[src/sv/pkcomp_pkg.sv]
`timescale 1ns / 1ps
`default_nettype none

package pkcomp_pkg;

    // envelope and gain formats
    localparam int ENV_W  = 24;
    localparam int GAIN_W = 17;
    localparam int COEF_W = 16;
    localparam int THR_W  = 17;
    localparam int MKUP_W = 26;

    // shared multiply-accumulate unit
    localparam int MUL_W = 27;
    localparam int ACC_W = 56;

    // gain divider: magnitude of numerator, quotient bits
    localparam int NUM_W = 43;
    localparam int QUO_W = 17;

    // configuration port
    localparam int CFG_DW  = 32;
    localparam int CFG_AW  = 5;
    localparam int CFG_IXW = 3;

    localparam logic [CFG_IXW-1:0] REG_THRESHOLD = 3'd0;
    localparam logic [CFG_IXW-1:0] REG_RATIO_INV = 3'd1;
    localparam logic [CFG_IXW-1:0] REG_ATTACK    = 3'd2;
    localparam logic [CFG_IXW-1:0] REG_RELEASE   = 3'd3;
    localparam logic [CFG_IXW-1:0] REG_KNEE      = 3'd4;
    localparam logic [CFG_IXW-1:0] REG_MAKEUP    = 3'd5;

    localparam logic [GAIN_W-1:0] ONE_Q16 = 17'h10000;

    localparam logic signed [ENV_W-1:0] ENV_MAX = 24'sh7FFFFF;
    localparam logic signed [ENV_W-1:0] ENV_MIN = -24'sh800000;

    localparam logic signed [ACC_W-1:0] ACC_HALF = 56'sd32768;

    typedef logic signed [ACC_W-1:0] acc_t;

    function automatic logic signed [ENV_W-1:0] sat_env(input acc_t v);
        logic signed [ENV_W-1:0] r;
        if (v > acc_t'(ENV_MAX)) begin
            r = ENV_MAX;
        end else if (v < acc_t'(ENV_MIN)) begin
            r = ENV_MIN;
        end else begin
            r = ENV_W'(v);
        end
        return r;
    endfunction

    function automatic logic [GAIN_W-1:0] sat_gain(input acc_t v);
        logic [GAIN_W-1:0] r;
        if (v < 0) begin
            r = '0;
        end else if (v > acc_t'({1'b0, ONE_Q16})) begin
            r = ONE_Q16;
        end else begin
            r = GAIN_W'(v);
        end
        return r;
    endfunction

endpackage

`default_nettype wire

[src/sv/peak_compressor.sv]
`timescale 1ns / 1ps
`default_nettype none

// channel   direction  handshake          payload
// s_        in         s_tvalid/s_tready  s_tdata: one sample per channel, ch0 lowest
// m_        out        m_tvalid/m_tready  m_tdata: one output per channel, ch0 lowest
// cfg       in         psel/penable       APB registers at 4*i, always ready
//
// One frame runs through a single multiply-accumulate unit and a radix-2 divider under
// a state sequencer; the gain divide runs only when the attack envelope is nonzero,
// has the same sign as the numerator and gives a quotient below two. s_tready is high
// only while idle; a finished frame waits in the output register, and the next one
// starts meanwhile but stalls in its last state until that beat is taken. Reset is
// synchronous, active low; clears both envelopes and smoothed gain, presets registers.
module peak_compressor
    import pkcomp_pkg::*;
#(
    parameter int CHANNELS    = 2,
    parameter int SAMPLE_BITS = 16
) (
    input  wire                                      aclk,
    input  wire                                      aresetn,
    input  wire                                      s_tvalid,
    output logic                                     s_tready,
    // sample_ch0, sample_ch1, ... (SAMPLE_BITS each), zero pad
    input  wire  [((CHANNELS*SAMPLE_BITS+7)/8)*8-1:0] s_tdata,
    output logic                                     m_tvalid,
    input  wire                                      m_tready,
    // out_ch0, out_ch1, ... (SAMPLE_BITS each), zero pad
    output logic [((CHANNELS*SAMPLE_BITS+7)/8)*8-1:0] m_tdata,
    input  wire                                      psel,
    input  wire                                      penable,
    input  wire                                      pwrite,
    input  wire  [CFG_AW-1:0]                        paddr,
    input  wire  [CFG_DW-1:0]                        pwdata,
    output logic [CFG_DW-1:0]                        prdata,
    output logic                                     pready
);

    localparam int TDATA_W = ((CHANNELS * SAMPLE_BITS + 7) / 8) * 8;
    localparam int SUM_W   = SAMPLE_BITS + $clog2(CHANNELS);
    localparam int EXT_W   = SUM_W + 17;
    localparam int Q_SH_L  = (SAMPLE_BITS <= 17) ? 17 - SAMPLE_BITS : 0;
    localparam int Q_SH_R  = (SAMPLE_BITS > 17) ? SAMPLE_BITS - 17 : 0;
    localparam int CH_W    = (CHANNELS > 1) ? $clog2(CHANNELS) : 1;
    localparam int T_W     = SAMPLE_BITS + 1;

    localparam logic [CH_W-1:0] CH_LAST = CH_W'(CHANNELS - 1);
    localparam acc_t SMP_HI = ACC_W'(2 ** (SAMPLE_BITS - 1) - 1);
    localparam acc_t SMP_LO = ACC_W'(-(2 ** (SAMPLE_BITS - 1)));

    localparam logic [4:0] ST_IDLE  = 5'd0;
    localparam logic [4:0] ST_SUM   = 5'd1;
    localparam logic [4:0] ST_ENV   = 5'd2;
    localparam logic [4:0] ST_REL1  = 5'd3;
    localparam logic [4:0] ST_REL2  = 5'd4;
    localparam logic [4:0] ST_REL3  = 5'd5;
    localparam logic [4:0] ST_ATT1  = 5'd6;
    localparam logic [4:0] ST_ATT2  = 5'd7;
    localparam logic [4:0] ST_ATT3  = 5'd8;
    localparam logic [4:0] ST_NUM   = 5'd9;
    localparam logic [4:0] ST_DIV0  = 5'd10;
    localparam logic [4:0] ST_DIV   = 5'd11;
    localparam logic [4:0] ST_KNEE1 = 5'd12;
    localparam logic [4:0] ST_KNEE2 = 5'd13;
    localparam logic [4:0] ST_KNEE3 = 5'd14;
    localparam logic [4:0] ST_OUT1  = 5'd15;
    localparam logic [4:0] ST_OUT2  = 5'd16;
    localparam logic [4:0] ST_OUT3  = 5'd17;
    localparam logic [4:0] ST_OUT4  = 5'd18;
    localparam logic [4:0] ST_FIN   = 5'd19;

    // configuration
    logic [THR_W-1:0]  thr_reg;
    logic [THR_W-1:0]  ratio_reg;
    logic [COEF_W-1:0] atk_reg;
    logic [COEF_W-1:0] rls_reg;
    logic [COEF_W-1:0] knee_reg;
    logic [MKUP_W-1:0] mkup_reg;

    logic                   cfg_wr;
    logic [CFG_IXW-1:0]     cfg_ix;

    // sequencer and datapath
    logic [4:0]                    st_reg, st_next;
    logic [CH_W-1:0]               ch_reg, ch_next;
    logic signed [SUM_W-1:0]       sum_reg, sum_next;
    acc_t                          acc_reg, acc_next;
    logic signed [ENV_W-1:0]       env_reg, env_next;
    logic signed [ENV_W-1:0]       rel_reg, rel_next;
    logic signed [ENV_W-1:0]       att_reg, att_next;
    logic [GAIN_W-1:0]             gain_reg, gain_next;
    logic [GAIN_W-1:0]             sg_reg, sg_next;
    logic signed [T_W-1:0]         t_reg, t_next;
    logic [ENV_W-1:0]              rem_reg, rem_next;
    logic [QUO_W-1:0]              nlow_reg, nlow_next;
    logic [QUO_W-1:0]              quo_reg, quo_next;
    logic [4:0]                    dcnt_reg, dcnt_next;
    logic                          mval_reg, mval_next;
    logic [TDATA_W-1:0]            mdata_reg, mdata_next;

    logic signed [SAMPLE_BITS-1:0] samp_reg [CHANNELS];
    logic signed [SAMPLE_BITS-1:0] ych_reg  [CHANNELS];

    logic signed [MUL_W-1:0]       mul_x, mul_y;
    logic signed [2*MUL_W-1:0]     prod;
    acc_t                          acc_mac;
    acc_t                          acc_sh;
    logic signed [EXT_W-1:0]       sum_ext, q16;
    logic signed [ENV_W-1:0]       hold;
    logic signed [ENV_W+1:0]       att_diff;
    logic [ENV_W-1:0]              den_abs;
    logic [NUM_W-1:0]              num_abs;
    logic [ENV_W:0]                div_trial;
    logic                          div_bit;
    logic signed [SAMPLE_BITS-1:0] y_sat;
    logic [GAIN_W-1:0]             c_rls, c_atk, c_knee;

    assign s_tready = (st_reg == ST_IDLE);
    assign m_tvalid = mval_reg;
    assign m_tdata  = mdata_reg;
    assign pready   = 1'b1;

    // ---------------- configuration port ----------------
    assign cfg_wr = psel && penable && pwrite && pready;
    assign cfg_ix = paddr[CFG_AW-1:2];

    always_ff @(posedge aclk) begin
        if (!aresetn) begin
            thr_reg   <= ONE_Q16;
            ratio_reg <= ONE_Q16;
            atk_reg   <= '0;
            rls_reg   <= '0;
            knee_reg  <= '0;
            mkup_reg  <= MKUP_W'(ONE_Q16);
        end else if (cfg_wr) begin
            case (cfg_ix)
                REG_THRESHOLD: thr_reg   <= pwdata[THR_W-1:0];
                REG_RATIO_INV: ratio_reg <= pwdata[THR_W-1:0];
                REG_ATTACK:    atk_reg   <= pwdata[COEF_W-1:0];
                REG_RELEASE:   rls_reg   <= pwdata[COEF_W-1:0];
                REG_KNEE:      knee_reg  <= pwdata[COEF_W-1:0];
                REG_MAKEUP:    mkup_reg  <= pwdata[MKUP_W-1:0];
                default: ;
            endcase
        end
    end

    always_comb begin
        case (cfg_ix)
            REG_THRESHOLD: prdata = CFG_DW'(thr_reg);
            REG_RATIO_INV: prdata = CFG_DW'(ratio_reg);
            REG_ATTACK:    prdata = CFG_DW'(atk_reg);
            REG_RELEASE:   prdata = CFG_DW'(rls_reg);
            REG_KNEE:      prdata = CFG_DW'(knee_reg);
            REG_MAKEUP:    prdata = CFG_DW'(mkup_reg);
            default:       prdata = '0;
        endcase
    end

    // ---------------- shared arithmetic ----------------
    assign c_rls  = ONE_Q16 - GAIN_W'(rls_reg);
    assign c_atk  = ONE_Q16 - GAIN_W'(atk_reg);
    assign c_knee = ONE_Q16 - GAIN_W'(knee_reg);

    assign hold     = (env_reg > rel_reg) ? env_reg : rel_reg;
    assign att_diff = (ENV_W+2)'(att_reg) - (ENV_W+2)'(signed'({1'b0, thr_reg}));

    always_comb begin
        case (st_reg)
            ST_REL1: begin
                mul_x = MUL_W'(signed'({1'b0, c_rls}));
                mul_y = MUL_W'(env_reg);
            end
            ST_REL2: begin
                mul_x = MUL_W'(signed'({1'b0, rls_reg}));
                mul_y = MUL_W'(hold);
            end
            ST_ATT1: begin
                mul_x = MUL_W'(signed'({1'b0, c_atk}));
                mul_y = MUL_W'(rel_reg);
            end
            ST_ATT2: begin
                mul_x = MUL_W'(signed'({1'b0, atk_reg}));
                mul_y = MUL_W'(att_reg);
            end
            ST_NUM: begin
                mul_x = MUL_W'(signed'({1'b0, ratio_reg}));
                mul_y = MUL_W'(att_diff);
            end
            ST_KNEE1: begin
                mul_x = MUL_W'(signed'({1'b0, c_knee}));
                mul_y = MUL_W'(signed'({1'b0, gain_reg}));
            end
            ST_KNEE2: begin
                mul_x = MUL_W'(signed'({1'b0, knee_reg}));
                mul_y = MUL_W'(signed'({1'b0, sg_reg}));
            end
            ST_OUT1: begin
                mul_x = MUL_W'(signed'({1'b0, sg_reg}));
                mul_y = MUL_W'(samp_reg[0]);
            end
            ST_OUT3: begin
                mul_x = MUL_W'(signed'({1'b0, mkup_reg}));
                mul_y = MUL_W'(t_reg);
            end
            default: begin
                mul_x = '0;
                mul_y = '0;
            end
        endcase
    end

    assign prod    = mul_x * mul_y;
    assign acc_mac = acc_reg + ACC_W'(prod);
    // acc carries the +0.5 LSB preload, so a floor shift rounds half up
    assign acc_sh  = acc_reg >>> 16;

    assign sum_ext = EXT_W'(sum_reg);
    assign q16     = (sum_ext <<< Q_SH_L) >>> Q_SH_R;

    assign den_abs = att_reg[ENV_W-1] ? ENV_W'(-att_reg) : ENV_W'(att_reg);
    assign num_abs = acc_reg[ACC_W-1] ? NUM_W'(-acc_reg) : NUM_W'(acc_reg);

    assign div_trial = {rem_reg, nlow_reg[QUO_W-1]};
    assign div_bit   = (div_trial >= {1'b0, den_abs});

    always_comb begin
        if (acc_sh > SMP_HI) begin
            y_sat = SAMPLE_BITS'(SMP_HI);
        end else if (acc_sh < SMP_LO) begin
            y_sat = SAMPLE_BITS'(SMP_LO);
        end else begin
            y_sat = SAMPLE_BITS'(acc_sh);
        end
    end

    // ---------------- sequencer ----------------
    always_comb begin
        st_next    = st_reg;
        ch_next    = ch_reg;
        sum_next   = sum_reg;
        acc_next   = acc_reg;
        env_next   = env_reg;
        rel_next   = rel_reg;
        att_next   = att_reg;
        gain_next  = gain_reg;
        sg_next    = sg_reg;
        t_next     = t_reg;
        rem_next   = rem_reg;
        nlow_next  = nlow_reg;
        quo_next   = quo_reg;
        dcnt_next  = dcnt_reg;
        mval_next  = mval_reg && !m_tready;
        mdata_next = mdata_reg;

        case (st_reg)
            ST_IDLE: begin
                if (s_tvalid) begin
                    sum_next = '0;
                    ch_next  = '0;
                    st_next  = ST_SUM;
                end
            end
            ST_SUM: begin
                sum_next = sum_reg + SUM_W'(samp_reg[0]);
                if (ch_reg == CH_LAST) begin
                    ch_next = '0;
                    st_next = ST_ENV;
                end else begin
                    ch_next = ch_reg + 1'b1;
                end
            end
            ST_ENV: begin
                env_next = sat_env(ACC_W'(q16));
                acc_next = ACC_HALF;
                st_next  = ST_REL1;
            end
            ST_REL1: begin
                acc_next = acc_mac;
                st_next  = ST_REL2;
            end
            ST_REL2: begin
                acc_next = acc_mac;
                st_next  = ST_REL3;
            end
            ST_REL3: begin
                rel_next = sat_env(acc_sh);
                acc_next = ACC_HALF;
                st_next  = ST_ATT1;
            end
            ST_ATT1: begin
                acc_next = acc_mac;
                st_next  = ST_ATT2;
            end
            ST_ATT2: begin
                acc_next = acc_mac;
                st_next  = ST_ATT3;
            end
            ST_ATT3: begin
                att_next = sat_env(acc_sh + acc_t'(1));
                acc_next = ACC_W'({thr_reg, 16'h0000});
                st_next  = ST_NUM;
            end
            ST_NUM: begin
                acc_next = acc_mac;
                st_next  = ST_DIV0;
            end
            ST_DIV0: begin
                // zero envelope or quotient of two or more: unity; opposite signs: zero
                if (att_reg == '0) begin
                    gain_next = ONE_Q16;
                    acc_next  = ACC_HALF;
                    st_next   = ST_KNEE1;
                end else if (acc_reg[ACC_W-1] != att_reg[ENV_W-1]) begin
                    gain_next = '0;
                    acc_next  = ACC_HALF;
                    st_next   = ST_KNEE1;
                end else if (num_abs[NUM_W-1:QUO_W] >= (NUM_W-QUO_W)'(den_abs)) begin
                    gain_next = ONE_Q16;
                    acc_next  = ACC_HALF;
                    st_next   = ST_KNEE1;
                end else begin
                    rem_next  = num_abs[QUO_W +: ENV_W];
                    nlow_next = num_abs[QUO_W-1:0];
                    quo_next  = '0;
                    dcnt_next = 5'(QUO_W - 1);
                    st_next   = ST_DIV;
                end
            end
            ST_DIV: begin
                rem_next  = div_bit ? ENV_W'(div_trial - {1'b0, den_abs})
                                    : ENV_W'(div_trial);
                nlow_next = {nlow_reg[QUO_W-2:0], 1'b0};
                quo_next  = {quo_reg[QUO_W-2:0], div_bit};
                if (dcnt_reg == '0) begin
                    gain_next = (quo_next > ONE_Q16) ? ONE_Q16 : quo_next;
                    acc_next  = ACC_HALF;
                    st_next   = ST_KNEE1;
                end else begin
                    dcnt_next = dcnt_reg - 1'b1;
                end
            end
            ST_KNEE1: begin
                acc_next = acc_mac;
                st_next  = ST_KNEE2;
            end
            ST_KNEE2: begin
                acc_next = acc_mac;
                st_next  = ST_KNEE3;
            end
            ST_KNEE3: begin
                sg_next  = sat_gain(acc_sh);
                acc_next = ACC_HALF;
                ch_next  = '0;
                st_next  = ST_OUT1;
            end
            ST_OUT1: begin
                acc_next = acc_mac;
                st_next  = ST_OUT2;
            end
            ST_OUT2: begin
                t_next   = T_W'(acc_sh);
                acc_next = ACC_HALF;
                st_next  = ST_OUT3;
            end
            ST_OUT3: begin
                acc_next = acc_mac;
                st_next  = ST_OUT4;
            end
            ST_OUT4: begin
                acc_next = ACC_HALF;
                if (ch_reg == CH_LAST) begin
                    ch_next = '0;
                    st_next = ST_FIN;
                end else begin
                    ch_next = ch_reg + 1'b1;
                    st_next = ST_OUT1;
                end
            end
            ST_FIN: begin
                if (!mval_reg || m_tready) begin
                    mdata_next = '0;
                    for (int j = 0; j < CHANNELS; j++) begin
                        mdata_next[j*SAMPLE_BITS +: SAMPLE_BITS] = ych_reg[j];
                    end
                    mval_next = 1'b1;
                    st_next   = ST_IDLE;
                end
            end
            default: begin
                st_next = ST_IDLE;
            end
        endcase
    end

    always_ff @(posedge aclk) begin
        if (!aresetn) begin
            st_reg   <= ST_IDLE;
            ch_reg   <= '0;
            rel_reg  <= '0;
            att_reg  <= '0;
            sg_reg   <= '0;
            mval_reg <= 1'b0;
            dcnt_reg <= '0;
        end else begin
            st_reg   <= st_next;
            ch_reg   <= ch_next;
            rel_reg  <= rel_next;
            att_reg  <= att_next;
            sg_reg   <= sg_next;
            mval_reg <= mval_next;
            dcnt_reg <= dcnt_next;
        end
    end

    always_ff @(posedge aclk) begin
        sum_reg   <= sum_next;
        acc_reg   <= acc_next;
        env_reg   <= env_next;
        gain_reg  <= gain_next;
        t_reg     <= t_next;
        rem_reg   <= rem_next;
        nlow_reg  <= nlow_next;
        quo_reg   <= quo_next;
        mdata_reg <= mdata_next;
    end

    // samples rotate through slot 0 once for the sum and once for the outputs
    always_ff @(posedge aclk) begin
        for (int i = 0; i < CHANNELS; i++) begin
            if (s_tvalid && s_tready) begin
                samp_reg[i] <= s_tdata[i*SAMPLE_BITS +: SAMPLE_BITS];
            end else if (st_reg == ST_SUM || st_reg == ST_OUT4) begin
                samp_reg[i] <= samp_reg[(i + 1) % CHANNELS];
            end
        end
    end

    always_ff @(posedge aclk) begin
        if (st_reg == ST_OUT4) begin
            for (int i = 0; i < CHANNELS - 1; i++) begin
                ych_reg[i] <= ych_reg[i + 1];
            end
            ych_reg[CHANNELS-1] <= y_sat;
        end
    end

    // ---------------- assertions ----------------
    a_busy_after_accept: assert property (@(posedge aclk) disable iff (!aresetn)
        s_tvalid && s_tready |=> !s_tready)
        else $error("input taken while a frame is in work");

    a_gain_range: assert property (@(posedge aclk) disable iff (!aresetn)
        st_reg == ST_KNEE1 |-> gain_reg <= ONE_Q16 && sg_reg <= ONE_Q16)
        else $error("gain above unity");

    a_div_rem: assert property (@(posedge aclk) disable iff (!aresetn)
        st_reg == ST_DIV |-> rem_reg < den_abs)
        else $error("divider remainder not below divisor");

    a_fin_handoff: assert property (@(posedge aclk) disable iff (!aresetn)
        st_reg == ST_FIN && (!m_tvalid || m_tready) |=> m_tvalid && s_tready)
        else $error("finished frame not handed to output register");

endmodule

`default_nettype wire

[config.mk]
export PLATFORM = sky130hd
export DESIGN_NAME = peak_compressor
export DESIGN_NICKNAME = d
export VERILOG_FILES = /design/src/sv/pkcomp_pkg.sv /design/src/sv/peak_compressor.sv
export SDC_FILE = /design/constraint.sdc
export NUM_CORES = 2
export LEC_CHECK = 0
export ABC_AREA = 1
export BUFFER_PORTS_ARGS = -buffer_cell sky130_fd_sc_hd__buf_2
export CELL_PAD_IN_SITES_DETAIL_PLACEMENT = 0
export CELL_PAD_IN_SITES_GLOBAL_PLACEMENT = 1
export CORE_MARGIN = 2
export CORE_UTILIZATION = 40
export CTS_CLUSTER_SIZE = 16
export DETAILED_ROUTE_END_ITERATION = 6
export PLACE_DENSITY_LB_ADDON = 0.05
export SLEW_MARGIN = 5
export SYNTH_ARGS = -nofsm -noshare
export SYNTH_HDL_FRONTEND = slang
export SYNTH_SLANG_ARGS = --single-unit
[constraint.sdc]
create_clock -name aclk -period 20.3 [get_ports aclk]
set_input_delay 3.045 -clock aclk [delete_from_list [all_inputs] [get_ports aclk]]
set_output_delay 3.045 -clock aclk [all_outputs]
set_load 0.01 [all_outputs]
; ---- Yosys cells after proc, flatten, opt, wreduce, memory -nomap -nowiden
; Memory sizes are Yosys's and may differ from the RTL's. A register that Yosys moved wholly into a read port is not among the register bits.
; Index checks and enable logic that the tools add are counted.
; Widths: inputs -> output; s select.
[word_totals]
regBits = 405
mem_bits_rw = 64
input_bits = 76
output_inout_bits = 67
elab_cells = 189
memories = 2
[op_classes]
n_addsub = 12
n_mul = 1
n_lt_le_gt_ge = 14
eq_ne = 34
n_mux = 69
n_bitwise = 2
n_reduce_logical = 33
[mem_list]
columns = name, words, width, read_ports, rd_ports_with_merged_regs, wr, line_no
row1 = samp_reg, 2, 16, 2, 0, 2, peak_compressor.sv:102  ; logic signed [SAMPLE_BITS-1:0] samp_reg [CHANNELS];
row2 = ych_reg, 2, 16, 2, 1, 2, peak_compressor.sv:103  ; logic signed [SAMPLE_BITS-1:0] ych_reg [CHANNELS];
[ops]
columns = op, n
row1 = $pmux 56 s5, 1
row2 = $mux 24, 11
row3 = $pmux 27 s9, 1
row4 = $pmux 26 s9, 1
row5 = $mux 56, 4
row6 = $mux 17, 11
row7 = $pmux 26 s6, 1
row8 = $mux 16, 7
row9 = $pmux 17 s2, 3
row10 = $pmux 5 s20, 1
row11 = $add 56x54->56, 1
row12 = $mul 27x27->54, 1
row13 = $sub 17x16->17 const A, 3
row14 = $pmux 24 s2, 1
row15 = $mux 5, 9
row16 = $mux 43, 1
row17 = $neg 43->43, 1
row18 = $add 40x2->41 const B, 1
row19 = $gt 41x24->1 const B, 1
row20 = $lt 41x24->1 const B, 1
row21 = $eq 5x4->1 const B, 8
row22 = $gt 40x16->1 const B, 1
row23 = $gt 40x18->1 const B, 1
row24 = $gt 40x24->1 const B, 1
row25 = 47 further kinds, 93

; ---- Longest topological paths before layout
[depth]
ltp_word = 7
ltp_mapped = 49
ltp_nobuf = 48

; ---- Worst setup path before layout
; No wires, ideal clock.
[synth_path]
kind = register to register
from = register env_reg[22]
to = register acc_reg[50], data pin
setup_time_ns = 0.251
arrival_time_ns = 8.621
t_required_ns = 20.049
setup_slack_ns = 11.428
stages_incl_launch_ff = 41
n_path_buf = 1
synth_period_minus_slack_ns = 8.872
cell_sequence = edfxtp_1 -> ha_1 -> nand2_1 -> nor2_1 -> nand2_1 -> nor2_1 -> nand2_1 -> nand4_1 -> nand3_1 -> nand2_1 -> nand2_1 -> nand2_1 -> nand3_1 -> inv_2 -> clkbuf_1 -> nor2_1 -> fa_1 -> inv_1 -> (+5 left out) -> fa_1 -> fa_1 -> inv_1 -> fa_1 -> inv_1 -> ha_1 -> nand2_1 -> nor2_1 -> inv_1 -> nor4_1 -> nand3_1 -> nand3_1 -> inv_1 -> o21bai_1 -> a21oi_1 -> nand2b_1 -> inv_1 -> nor2_1
[synth_between]
elab_chain_len = 6
[synth_lines]
columns = element, line_no
row1 = from (decl), peak_compressor.sv:89  ; logic signed [ENV_W-1:0] env_reg, env_next;
row2 = from (signal assigned), peak_compressor.sv:420  ; env_reg <= env_next;
row3 = $gt 24x24->1, peak_compressor.sv:166  ; assign hold = (env_reg > rel_reg) ? env_reg : rel_reg;
row4 = $mux 24, peak_compressor.sv:166
row5 = $pmux 27 s9 (*), peak_compressor.sv:170  ; case (st_reg)
row6 = $mul 27x27->54 (*), peak_compressor.sv:214  ; assign prod = mul_x * mul_y;
row7 = $add 56x54->56 (*), peak_compressor.sv:215  ; assign acc_mac = acc_reg + ACC_W'(prod);
row8 = $pmux 56 s5 (*), peak_compressor.sv:257  ; case (st_reg)
row9 = net acc_next[50], peak_compressor.sv:88  ; acc_t acc_reg, acc_next;
row10 = to (signal assigned), peak_compressor.sv:419  ; acc_reg <= acc_next;
row11 = to (decl), peak_compressor.sv:88
; Mark *: on every way through the listed nets, which the timed path passes. The rest lies on a longest branch.
; A chain may end at the register's enable or synchronous reset.

; ---- Worst setup path in the final report
[layout_path]
from = register st_reg[0]
to = register acc_reg[40], data pin
[layout_between]
elab_chain_len = 5
word_cells_on_any_way = 24
cone_classes = add/sub: 1 / mul: 1 / eq/ne: 17 / mux: 3 / reduce/logical: 2
[layout_lines]
columns = element, line_no
row1 = from (decl), peak_compressor.sv:85  ; logic [4:0] st_reg, st_next;
row2 = from (signal assigned), peak_compressor.sv:407  ; st_reg <= st_next;
row3 = "$eq 5x5->1, or another cell as far along", "peak_compressor.sv:170, peak_compressor.sv:257"
row4 = $pmux 26 s9 / $pmux 27 s9 (equally long branches), peak_compressor.sv:170
row5 = $mul 27x27->54, peak_compressor.sv:214
row6 = $add 56x54->56, peak_compressor.sv:215
row7 = $pmux 56 s5 (*), peak_compressor.sv:257
row8 = net acc_next[40], peak_compressor.sv:88
; Marked as above.

==> metrics.csv <==
stage;metric;value;unit
run_status;status;finished clean;
routing;1st-iter DRT viols;3872;
cells_and_area;share of cells above drive strength 1;0.0641;
synthesis;EDFF count, synth;277;
power;Sw Share;0.377;
critical_path;CP max stage delay;0.59;ns
synthesis;Synth top area share;0.243;
timing;FMAX;87.8;MHz
global_routing;vias in the first global route;45400;
cells_and_area;Synth-to-Final Area Change;8.25;%
synthesis;asr flop ratio synth;0;
synthesis;cells after synthesis;6990;
placement;PortBufs;127;
die;die width;371;um
clocking;CTS Sinks;462;
timing;Final Hold Violating Endpoints;0;
synthesis;FF+latch count, synth;462;
power;Cell Pwr Density;53.8;nW/um^2
clocking;Root Driver;clkbuf_16;
cells_and_area;fin nets;8117;
timing;final worst slack;8.91;ns
timing;unrepaired setup endpoints after global routing;false;
clocking;Resize count post-CTS;0;
die;die extent in y;371;um
power;clock power share;0.325;
clocking;H-tree Lvls;2;
global_routing;first-pass GRT wire length;297000;um
synthesis;Synth Flop Type;edfxtp_1;
critical_path;Worst EP arrival;11.79;ns
global_routing;largest net degree at the start of global routing;80;
timing;post-route setup TNS;0;ns
power;Static Leak;30.2;nW
clocking;Post-CTS Hold Buffers;0;
timing;fin crit share;0.561;
synthesis;Mean Syn Cell Area;7.72;sq um
global_routing;gr ovfl total;0;
global_routing;Global Route Usage Sum;0.289;
die;die area;138000;sq um
placement;DP Worst Slack;9.06;ns
placement;Post-DP HPWL;157000;um
routing;routed wire length;198000;um
power;combinational power share;0.285;
critical_path;CP Class;flop to flop;
critical_path;required time of the critical path;20.69;ns
clocking;CTS tree;yes;
cells_and_area;Largest register FFs;56;
synthesis;largest area contributor in the netlist;fa_1;
clocking;Worst-path clk slew;0.06;ns
routing;Final ANT Viol Nets;0;
power;P_sw;1.19;mW
critical_path;Startpoint Class;flop;
clocking;CTS buffer count;51;
power;worst vdd rail ir drop;0.0609;mV
placement;Final Wtd Congestion;0.960;
timing;Worst Max-Slew Pin Slew;1.28;ns
synthesis;commonest cells in the netlist;inv_1 (1609), nand2_1 (1538), fa_1 (654);
critical_path;Crit path top cell by count;nand2_1;
routing;DRT Pass-1 Iters;6;
job;max-cap violation count;0;
synthesis;sequential-to-total area share from yosys stat;0.223;
die;core region area;134000;sq um
routing;WL/cell;22.5;um
timing;Slew Limit Fails;0;
cells_and_area;Diodes inserted;0;
die;floorplan row count;134;
critical_path;Worst Setup End Kind;flop;
min_path;worst min path class;flop to flop;
die;Boundary Pins;143;
routing;post-route DRC violation count;0;
clocking;clock latency on the worst-skew pair;0.66;ns
critical_path;crit path max-delay cell type;fa_1;
clocking;clock buffer depth;3;
synthesis;synth top area cells;fa_1 (24%), edfxtp_1 (15%), inv_1 (11%);
timing;Fin Clk Skew;0.0444;ns
critical_path;Max FO, Critical Path;32;
global_routing;antenna violations before repair;2;
synthesis;synth unique cells;68;
routing;vias per cell;5.24;
power;Power Internal;1.96;mW
clocking;Post-CTS Setup Inserts;0;
routing;via count;46300;
timing;Relative slew margins;0.145;
synthesis;synth warn;0;
die;Initial Util;0.404;
synthesis;Mapped Area;54000;sq um
timing;Final min period;11.39;ns
synthesis;most frequent cell after synthesis;inv_1;
power;Seq pwr share;0.390;
timing;final count of negative-setup-slack endpoints;0;
==> cells by family after synthesis <==
family	share of synthesized area
AO/OA/AOI/OAI	0.111
XOR/XNOR	0.0180
adder cells (fa/ha/maj)	0.326
buffers and inverters	0.136
flip-flops	0.223
other	0.000139
AND/OR/NAND/NOR	0.185
==> routing by layer <==
metal,track usage,up-vias,routed length [um]
li1,-,21700,-
met1,0.417,22800,90400
met2,0.461,1557,89400
met3,0.0363,241,13300
met4,0.0694,2,5380
met5,0,-,13
==> final timing paths <==
path | slack (ns) | endpoint | startpoint | cells after the start
min reg2reg | 0.42 | m_tdata[12]$_DFFE_PP_ | ych_reg[0][12]$_DFFE_PN_ | 0
min | 0.42 | m_tdata[12]$_DFFE_PP_ | ych_reg[0][12]$_DFFE_PN_ | 0
max | 8.91 | acc_reg[40]$_DFFE_PP_ | st_reg[0]$_SDFFE_PN0P_ | 47
max reg2reg | 8.91 | acc_reg[40]$_DFFE_PP_ | st_reg[0]$_SDFFE_PN0P_ | 47
==> cells in the final DEF (no fill, tap or decap), drive strengths merged, types with 65 or more instances in the layout <==
cell and count:
nand3 192, inv 1650, fa 654, xor2 85, o21ai 347, nor2 559, clkbuf 65, dfxtp 185
nand2 1556, buf 235, edfxtp 277, ha 360, a21oi 402
==> power groups by stage <==
stage / Combinational [mW] / Clock [mW] / Sequential (mW)
CTS: 0.896 / 1.04 / 1.22
finish: 0.896 / 1.02 / 1.23
floorplan: 0.594 / 0 / 1.18
global route: 1.01 / 1.08 / 1.23
global placement: 0.884 / 0 / 1.24
detailed placement: 0.889 / 0 / 1.24
==> worst max-delay path: cells and delay by family (launching register included) <==
kind	cells	cell delay [ns]
AO/OA/AOI/OAI	3	0.71
adder cells (fa/ha/maj)	10	4.75
flip-flops	1	0.39
AND/OR/NAND/NOR	23	3.49
buffers and inverters	11	1.72
==> stage by stage <==
stage | utilization | cell area, sq um | power, mW | hold slack (ns) | cells
after detailed placement | 0.424 | 56600 | 2.13 | 0.405 | 8742
after global routing | 0.437 | 58400 | 3.32 | 0.422 | 8837
final | 0.437 | 58400 | 3.14 | 0.419 | 8837
after global placement | 0.424 | 56600 | 2.12 | 0.402 | 8742
after floorplan | - | 54000 | 1.77 | 0.400 | 6995
after CTS | 0.437 | 58400 | 3.16 | 0.417 | 8837
==> cell type report <==
cell class | count | area, sq um
fillers | 13800 | 75200
multi-input cells | 4625 | 34700
flip-flops and latches | 462 | 12000
inverters | 1652 | 6200
well taps | 1768 | 2210
repair buffers | 235 | 1450
clock buffers | 65 | 1350
clock inverters | 30 | 449
(Power assumes the default switching activity.)
